**src/rtl/kpcq_pkg.sv**
```systemverilog
package kpcq_pkg;

    localparam int QUEUE_DEPTH_DEF = 8;
    localparam int KEY_COUNT_DEF   = 4;

    localparam int CNT_W       = 8;
    localparam int KEY_W       = 3;
    localparam int LEVEL_W     = 4;
    localparam int ADDR_W      = 4;
    localparam int DATA_W      = 32;

    typedef logic [1:0] lvl_sel_t;
    typedef logic [1:0] reg_idx_t;
    typedef logic [CNT_W-1:0] count_t;
    typedef logic [KEY_W-1:0] key_t;

    localparam reg_idx_t REG_SHORT_THRESHOLD  = 2'd0;
    localparam reg_idx_t REG_MEDIUM_THRESHOLD = 2'd1;
    localparam reg_idx_t REG_LONG_THRESHOLD   = 2'd2;
    localparam reg_idx_t REG_DEAD_TIME        = 2'd3;

    localparam count_t SHORT_THRESHOLD_RST  = 8'd3;
    localparam count_t MEDIUM_THRESHOLD_RST = 8'd50;
    localparam count_t LONG_THRESHOLD_RST   = 8'd150;
    localparam count_t DEAD_TIME_RST        = 8'd10;
    localparam count_t COUNT_MAX            = 8'd255;

    localparam key_t KEY_NONE = 3'd4;

    typedef enum logic [1:0] {
        EV_NONE   = 2'd0,
        EV_SHORT  = 2'd1,
        EV_MEDIUM = 2'd2,
        EV_LONG   = 2'd3
    } ev_code_t;

    typedef struct packed {
        key_t     key;
        ev_code_t code;
    } event_t;

endpackage

```
**src/rtl/key_press_classifier_queue_core.sv**
```systemverilog
// Key press classifier with event queue. Each accepted word is either a sample tick that
// updates the press counters of KEY_COUNT keys (keys above 3 always read released) and
// pushes their short, medium or long events into a QUEUE_DEPTH-entry queue, or a read
// that pops one event; every word gives one result word, and irq_active is high while
// the queue holds events after that word. The block takes one word per cycle unless
// out_ready stalls the output: an input register feeds one pass of key and queue update
// logic, which loads the output register and the state together. The queue is a
// register file with one write port per key, so a tick can store up to KEY_COUNT events
// at once; events that find the queue full are dropped. The user writes thresholds and
// dead time over the APB port only while the block is idle; the block does not check it.
module key_press_classifier_queue_core #(
    parameter int QUEUE_DEPTH = kpcq_pkg::QUEUE_DEPTH_DEF,
    parameter int KEY_COUNT   = kpcq_pkg::KEY_COUNT_DEF
) (
    input  logic                          clk,
    input  logic                          rst_n,

    input  logic                          in_valid,
    output logic                          in_ready,
    input  logic                          func,
    input  logic [kpcq_pkg::LEVEL_W-1:0]  key_levels,

    output logic                          out_valid,
    input  logic                          out_ready,
    output logic [1:0]                    event_code,
    output logic [kpcq_pkg::KEY_W-1:0]    key_index,
    output logic                          irq_active,

    input  logic                          psel,
    input  logic                          penable,
    input  logic                          pwrite,
    input  logic [kpcq_pkg::ADDR_W-1:0]   paddr,
    input  logic [kpcq_pkg::DATA_W-1:0]   pwdata,
    output logic [kpcq_pkg::DATA_W-1:0]   prdata,
    output logic                          pready
);

    localparam int PTR_W = (QUEUE_DEPTH > 1) ? $clog2(QUEUE_DEPTH) : 1;
    localparam int FILL_W = $clog2(QUEUE_DEPTH + 1);

    localparam logic [PTR_W-1:0]  PTR_LAST = PTR_W'(QUEUE_DEPTH - 1);
    localparam logic [FILL_W-1:0] FILL_MAX = FILL_W'(QUEUE_DEPTH);

    function automatic logic [PTR_W-1:0] ptr_inc(input logic [PTR_W-1:0] ptr);
        logic [PTR_W-1:0] res;
        if (ptr == PTR_LAST)
        begin
            res = '0;
        end
        else
        begin
            res = ptr + 1'b1;
        end
        return res;
    endfunction

    // configuration registers
    kpcq_pkg::count_t short_threshold_reg;
    kpcq_pkg::count_t medium_threshold_reg;
    kpcq_pkg::count_t long_threshold_reg;
    kpcq_pkg::count_t dead_time_reg;

    // input stage
    logic                         in_valid_reg;
    logic                         func_reg;
    logic [kpcq_pkg::LEVEL_W-1:0] levels_reg;

    // output stage
    logic                         out_valid_reg;
    kpcq_pkg::ev_code_t           event_code_reg;
    kpcq_pkg::key_t               key_index_reg;
    logic                         irq_active_reg;

    // key state
    kpcq_pkg::count_t             press_counter_reg [KEY_COUNT];
    logic [KEY_COUNT-1:0]         fired_flag_reg;

    // event queue
    kpcq_pkg::event_t             event_store_reg [QUEUE_DEPTH];
    logic [PTR_W-1:0]             write_pointer_reg;
    logic [PTR_W-1:0]             read_pointer_reg;
    logic [FILL_W-1:0]            fill_count_reg;

    // next values
    kpcq_pkg::count_t             press_counter_next [KEY_COUNT];
    logic [KEY_COUNT-1:0]         fired_flag_next;
    logic [KEY_COUNT-1:0]         push_ok;
    logic [PTR_W-1:0]             push_addr [KEY_COUNT];
    kpcq_pkg::event_t             push_data [KEY_COUNT];
    logic [PTR_W-1:0]             write_pointer_next;
    logic [PTR_W-1:0]             read_pointer_next;
    logic [FILL_W-1:0]            fill_count_next;
    kpcq_pkg::ev_code_t           event_code_next;
    kpcq_pkg::key_t               key_index_next;

    logic advance;
    logic do_item;
    logic do_tick;
    logic do_pop;
    logic cfg_write;

    assign advance   = !out_valid_reg || out_ready;
    assign in_ready  = !in_valid_reg || advance;
    assign do_item   = in_valid_reg && advance;
    assign do_tick   = do_item && !func_reg;
    assign do_pop    = do_item && func_reg && (fill_count_reg != '0);
    assign cfg_write = psel && penable && pwrite;

    assign out_valid  = out_valid_reg;
    assign event_code = event_code_reg;
    assign key_index  = key_index_reg;
    assign irq_active = irq_active_reg;
    assign pready     = 1'b1;

    // register read
    always_comb
    begin
        prdata = '0;
        case (paddr[3:2])
            kpcq_pkg::REG_SHORT_THRESHOLD:  prdata[7:0] = short_threshold_reg;
            kpcq_pkg::REG_MEDIUM_THRESHOLD: prdata[7:0] = medium_threshold_reg;
            kpcq_pkg::REG_LONG_THRESHOLD:   prdata[7:0] = long_threshold_reg;
            kpcq_pkg::REG_DEAD_TIME:        prdata[7:0] = dead_time_reg;
            default:                        prdata = '0;
        endcase
    end

    // key update chain, index order, pushes packed behind the write pointer
    always_comb
    begin
        kpcq_pkg::count_t   cnt_v;
        logic               fired_v;
        logic               pressed_v;
        logic               push_v;
        kpcq_pkg::ev_code_t code_v;
        logic [FILL_W-1:0]  fill_v;
        logic [PTR_W-1:0]   wp_v;

        fill_v = fill_count_reg;
        wp_v   = write_pointer_reg;
        for (int k = 0; k < KEY_COUNT; k++)
        begin
            cnt_v     = press_counter_reg[k];
            fired_v   = fired_flag_reg[k];
            pressed_v = 1'b0;
            push_v    = 1'b0;
            code_v    = kpcq_pkg::EV_NONE;
            if (k < kpcq_pkg::LEVEL_W)
            begin
                pressed_v = levels_reg[kpcq_pkg::lvl_sel_t'(k)];
            end

            if (fired_v)
            begin
                if (!pressed_v)
                begin
                    if (cnt_v <= 8'd1)
                    begin
                        cnt_v   = '0;
                        fired_v = 1'b0;
                    end
                    else
                    begin
                        cnt_v = cnt_v - 1'b1;
                    end
                end
            end
            else if (pressed_v)
            begin
                if (cnt_v != kpcq_pkg::COUNT_MAX)
                begin
                    cnt_v = cnt_v + 1'b1;
                end
                if (cnt_v >= long_threshold_reg)
                begin
                    push_v  = 1'b1;
                    code_v  = kpcq_pkg::EV_LONG;
                    fired_v = 1'b1;
                    cnt_v   = dead_time_reg;
                end
            end
            else if (cnt_v < short_threshold_reg)
            begin
                if (cnt_v != '0)
                begin
                    cnt_v = cnt_v - 1'b1;
                end
            end
            else
            begin
                push_v = 1'b1;
                if (cnt_v >= long_threshold_reg)
                begin
                    code_v = kpcq_pkg::EV_LONG;
                end
                else if (cnt_v >= medium_threshold_reg)
                begin
                    code_v = kpcq_pkg::EV_MEDIUM;
                end
                else
                begin
                    code_v = kpcq_pkg::EV_SHORT;
                end
                fired_v = 1'b1;
                cnt_v   = dead_time_reg;
            end

            press_counter_next[k] = cnt_v;
            fired_flag_next[k]    = fired_v;
            push_ok[k]            = push_v && (fill_v < FILL_MAX);
            push_addr[k]          = wp_v;
            push_data[k].code     = code_v;
            push_data[k].key      = kpcq_pkg::key_t'(k);
            if (push_ok[k])
            begin
                fill_v = fill_v + 1'b1;
                wp_v   = ptr_inc(wp_v);
            end
        end

        write_pointer_next = write_pointer_reg;
        read_pointer_next  = read_pointer_reg;
        fill_count_next    = fill_count_reg;
        event_code_next    = kpcq_pkg::EV_NONE;
        key_index_next     = kpcq_pkg::KEY_NONE;
        if (do_tick)
        begin
            write_pointer_next = wp_v;
            fill_count_next    = fill_v;
        end
        else if (do_pop)
        begin
            read_pointer_next = ptr_inc(read_pointer_reg);
            fill_count_next   = fill_count_reg - 1'b1;
            event_code_next   = event_store_reg[read_pointer_reg].code;
            key_index_next    = event_store_reg[read_pointer_reg].key;
        end
    end

    always_ff @(posedge clk or negedge rst_n)
    begin
        if (!rst_n)
        begin
            short_threshold_reg  <= kpcq_pkg::SHORT_THRESHOLD_RST;
            medium_threshold_reg <= kpcq_pkg::MEDIUM_THRESHOLD_RST;
            long_threshold_reg   <= kpcq_pkg::LONG_THRESHOLD_RST;
            dead_time_reg        <= kpcq_pkg::DEAD_TIME_RST;
        end
        else if (cfg_write)
        begin
            case (paddr[3:2])
                kpcq_pkg::REG_SHORT_THRESHOLD:  short_threshold_reg  <= pwdata[7:0];
                kpcq_pkg::REG_MEDIUM_THRESHOLD: medium_threshold_reg <= pwdata[7:0];
                kpcq_pkg::REG_LONG_THRESHOLD:   long_threshold_reg   <= pwdata[7:0];
                kpcq_pkg::REG_DEAD_TIME:        dead_time_reg        <= pwdata[7:0];
                default:                        dead_time_reg        <= dead_time_reg;
            endcase
        end
    end

    always_ff @(posedge clk or negedge rst_n)
    begin
        if (!rst_n)
        begin
            in_valid_reg      <= 1'b0;
            out_valid_reg     <= 1'b0;
            fired_flag_reg    <= '0;
            write_pointer_reg <= '0;
            read_pointer_reg  <= '0;
            fill_count_reg    <= '0;
            for (int k = 0; k < KEY_COUNT; k++)
            begin
                press_counter_reg[k] <= '0;
            end
        end
        else
        begin
            if (in_ready)
            begin
                in_valid_reg <= in_valid;
            end
            if (advance)
            begin
                out_valid_reg <= in_valid_reg;
            end
            if (do_tick)
            begin
                fired_flag_reg <= fired_flag_next;
                for (int k = 0; k < KEY_COUNT; k++)
                begin
                    press_counter_reg[k] <= press_counter_next[k];
                end
            end
            write_pointer_reg <= write_pointer_next;
            read_pointer_reg  <= read_pointer_next;
            fill_count_reg    <= fill_count_next;
        end
    end

    // payload registers
    always_ff @(posedge clk)
    begin
        if (in_valid && in_ready)
        begin
            func_reg   <= func;
            levels_reg <= key_levels;
        end
        if (do_item)
        begin
            event_code_reg <= event_code_next;
            key_index_reg  <= key_index_next;
            irq_active_reg <= (fill_count_next != '0);
        end
        if (do_tick)
        begin
            for (int k = 0; k < KEY_COUNT; k++)
            begin
                if (push_ok[k])
                begin
                    event_store_reg[push_addr[k]] <= push_data[k];
                end
            end
        end
    end

    // checks
    a_fill_bound: assert property (@(posedge clk) disable iff (!rst_n)
        fill_count_reg <= FILL_MAX)
        else $error("event queue fill above depth");

    a_irq_follows_fill: assert property (@(posedge clk) disable iff (!rst_n)
        do_item |=> irq_active_reg == (fill_count_reg != '0))
        else $error("irq_active does not match queue fill");

    a_empty_read_none: assert property (@(posedge clk) disable iff (!rst_n)
        do_item && func_reg && (fill_count_reg == '0)
        |=> event_code_reg == kpcq_pkg::EV_NONE && key_index_reg == kpcq_pkg::KEY_NONE)
        else $error("read of empty queue returned an event");

    a_read_no_growth: assert property (@(posedge clk) disable iff (!rst_n)
        do_item && func_reg |=> fill_count_reg <= $past(fill_count_reg))
        else $error("queue fill grew on a read");

endmodule
```
**config.mk**
```make
export PLATFORM = sky130hd
export DESIGN_NAME = key_press_classifier_queue_core
export DESIGN_NICKNAME = d
export VERILOG_FILES = /design/src/rtl/kpcq_pkg.sv /design/src/rtl/key_press_classifier_queue_core.sv
export SDC_FILE = /design/constraint.sdc
export NUM_CORES = 1
export LEC_CHECK = 0
export BUFFER_PORTS_ARGS = -buffer_cell sky130_fd_sc_hd__clkbuf_2
export CAP_MARGIN = 30
export CORE_AREA = 2 2 149 151
export CTS_CLUSTER_DIAMETER = 50
export DETAILED_ROUTE_END_ITERATION = 12
export DIE_AREA = 0 0 151 153
export PLACE_DENSITY = 0.75
export REMOVE_ABC_BUFFERS = 1
export SLEW_MARGIN = 10
export SYNTH_ARGS = -nofsm -noshare
export SYNTH_HDL_FRONTEND = slang
export SYNTH_SLANG_ARGS = --single-unit
```
**constraint.sdc**
```tcl
create_clock -name clk -period 6.3 [get_ports clk]
set_clock_uncertainty 0.2 [all_clocks]
set_input_delay 0.945 -clock clk [delete_from_list [all_inputs] [get_ports clk]]
set_output_delay 0.945 -clock clk [all_outputs]
set_load 0.01 [all_outputs]
```
==> results.md <==
* Total grt overflow at 0
* CP Data Required Time at 6.28 ns
* Residual DRC count at 0
* Final net count at between 1,500 and 2,000
* Commonest cells in the netlist: ha_1, nor2_1, nand2_1
* Peak VDD IR at ~0.24 mV
* Vias per Instance at between 6 and 7
* Pwr Density at 405 nW/um2
* Ys flop type: dfrtp_1
* Data arrival, critical path at about 5.9 ns
* Fraction of layout cells with a size suffix above 1 at around 14%
* Worst skew pair latency at roughly 0.43 ns
* Mapped Cells at approximately 1,300
* CTS Buf Count at 17
* H-tree Lvls at 4
* #FFs+latches synth at 123
* Post-synth EDFFs at 27
* Fill count at approximately 1,900
* R2R setup slack at 0.35 ns
* PortBufs at 37
* Most frequent cell after synthesis: ha_1
* Synth warnings at 0
* Outcome: complete, no violations
* Post-Synthesis Cell Area at 11,600 um2
* Synth unique cells at between 80 and 90
* Antenna violations before repair at 1
* Slew Limit Fails at 0
* Via Count at 10,500
* Max-cap viol count at 0
* Core area at 21,500 um2
* Post-synth top area share at approximately 16%
* Crit Path Class: reg2reg
* Hold Crit Class: in2async
* Crit end category: register
* DRT Pass-1 Iters at 7
* Final min period at around 5.9 ns
* Post-DP HPWL at around 24,000 um
* Hold-fix buffers at CTS at 0
* Root buf cell: clkbuf_16
* FF-to-FF End: event_store_reg[1][0]$_DFFE_PP_
* Setup repair bufs after CTS at 0
* Die area at 23,100 um2
* Worst-Margin Slew at 0.880 ns
* Gp weighted congestion at slightly below 1
* DR WL/cell at roughly 20 um
* Vias in the first global route at 10,100
* Syn_area_per_cell at just under 9 um2
* Syn-to-layout area delta at 9.28%
* Worst reg2reg path depth at 24
* Die Width at 151 um
* Die height at ~150 um
* CTS tree: done
* Fin area at approximately 13,000 um2
* GRT Overall Usage at around 29%
* Fin Setup TNS at 0 ns
* Crit start category: register
* Slew HR at between 40% and 50%
* Max Freq at 168 MHz
* Unrepaired setup endpoints after global routing: no
* Placed Cells at 1,612
* Synth area leaders: ha_1, dfrtp_1, edfxtp_1, o21ai_0, a21oi_1
* Cell Area, Placed at ~12,000 um2
* Final hold violation count at 0
* Largest net degree at the start of global routing at 62
* Pleak at between 5 and 6 nW
* DRT iter0 DRCs at just over 800
* First-pass GRT wire length at between 50,000 and 60,000 um
* Routed wire length at 33,000 um
* Io pins at 89
* Post-route ant nets at 0
* Initial core utilization at between 50% and 60%
* Seq/Total Area, Yosys at approximately 27%
* Layout Cells excl Fill at 1,647
* Num Clock Sinks at between 100 and 150
* CTS clk-pin slew, worst paths at about 0.060 ns
* Final setup viols at 0
* Buffer depth of the longest clock path at 2
* Largest area contributor in the netlist: ha_1
* Final period utilization at a little over nine tenths
* # rows at 54
* FF-to-FF Start: press_counter_reg[24]$_DFFE_PN0P_
* Share of synthesized registers carrying an async set or reset at 65.0%
* Max FO, Critical Path at 9
[routing by layer]
metal | global-route usage, % | up-vias | wire (um)
li1 | - | 4897 | -
met1 | 39.1 | 5008 | 14100
met2 | 45.7 | 457 | 15000
met3 | 5.55 | 122 | 2350
met4 | 14.7 | 0 | 1520
met5 | 0 | - | 0
[how the worst max path moves through the flow]
stage / startpoint / end / cells after the start
after floorplan: press_counter_reg[24]$_DFFE_PN0P_ / event_store_reg[1][0]$_DFFE_PP_ / 24
after global placement: press_counter_reg[24]$_DFFE_PN0P_ / event_store_reg[1][0]$_DFFE_PP_ / 24
after detailed placement: press_counter_reg[24]$_DFFE_PN0P_ / event_store_reg[1][0]$_DFFE_PP_ / 24
after CTS: press_counter_reg[24]$_DFFE_PN0P_ / event_store_reg[1][0]$_DFFE_PP_ / 24
after global routing: press_counter_reg[17]$_DFFE_PN0P_ / irq_active$_DFFE_PP_ / 18
final: press_counter_reg[24]$_DFFE_PN0P_ / event_store_reg[1][0]$_DFFE_PP_ / 24
[cell usage in the layout (no fill, tap or decap), types with 12 or more instances in the layout]
cell type / instances
ha_1: 152
nor2_1: 102
nand2_1: 97
o21ai_0: 95
a21oi_1: 80
dfrtp_1: 69
inv_1: 55
nand3_1: 53
a21o_1: 39
nand2b_1: 37
nor3_1: 36
clkbuf_2: 36
buf_4: 36
xnor2_1: 34
mux2_2: 33
edfxtp_1: 27
mux2i_1: 26
conb_1: 25
o21a_1: 21
clkbuf_16: 17
mux4_2: 16
dfxtp_1: 16
and3_1: 15
nor2b_1: 13
o221ai_1: 13
nand4_1: 12
or2_2: 12
o211ai_1: 12
[stage by stage]
| step | hold WS [ns] | total power (W) | util (%) | setup WS [ns] |
|---|---|---|---|---|
| floorplan | 0.218 | 0.00324 | - | 0.0746 |
| global placement | 0.242 | 0.00394 | 56.1 | 0.333 |
| detailed placement | 0.241 | 0.00407 | 56.1 | 0.156 |
| CTS | 0.185 | 0.00508 | 58.8 | 0.0939 |
| global route | 0.203 | 0.00555 | 59.0 | 0.0747 |
| finish | 0.179 | 0.00513 | 59.0 | 0.355 |
[cell families (layout without fill, tap and decap cells)]
kind of cell	after synthesis	count (layout)	synth area share, %
buffers and inverters	146	163	5.71
other	2	26	0.0647
adder cells (fa/ha/maj)	152	152	16.4
XOR/XNOR	44	44	3.38
flip-flops	123	123	27.1
AO/OA/AOI/OAI	351	351	19.8
multiplexers	80	80	9.17
AND/OR/NAND/NOR	428	428	18.4
[cell type report]
type                            count  area [um2]  share of cell area, %
Clock buffer                       18         429                   3.38
Antenna cell                        1        2.50                 0.0197
Timing Repair Buffer               74         460                   3.63
Inverter                           57         214                   1.69
Sequential cell                   123        3150                   24.8
Multi-Input combinational cell   1080        7930                   62.5
Clock inverter                     14         154                   1.21
Tap cell                          280         350                   2.76
[where the power goes]
part           switching (W)  internal [W]  leakage [nW]
logic                0.00152       0.00122          4.02
clock network       0.000379      0.000614         0.270
registers           0.000408      0.000995          1.34
total                0.00231       0.00282          5.63
[critical path, cell delays in order, from the launching register on]
cell and delay [ns]:
dfrtp_1 0.38, ha_1 0.23, and3_1 0.27, nand3_4 0.16, nand3_1 0.09, o21a_1 0.15, ha_1 0.21, or4_4 0.52
a21oi_2 0.21, o311ai_4 0.12, and3_1 0.31, mux2i_1 0.23, inv_1 0.12, ha_1 0.23, ha_1 0.19, nand2b_1 0.14
mux2_4 0.34, inv_1 0.10, ha_1 0.18, ha_1 0.24, mux2i_2 0.23, nand2_1 0.16, or4_4 0.50, nor2b_1 0.14
a31oi_1 0.05
[what timing repair did]
| item | 4_1_cts | 5_1_grt |
|---|---|---|
| endpoints found under the setup margin | 0 | 36 |
| resized for setup | 0 | 7 |
| hold endpoints to repair | 0 | 0 |
Note: power is estimated with default switching activity, not from simulation.
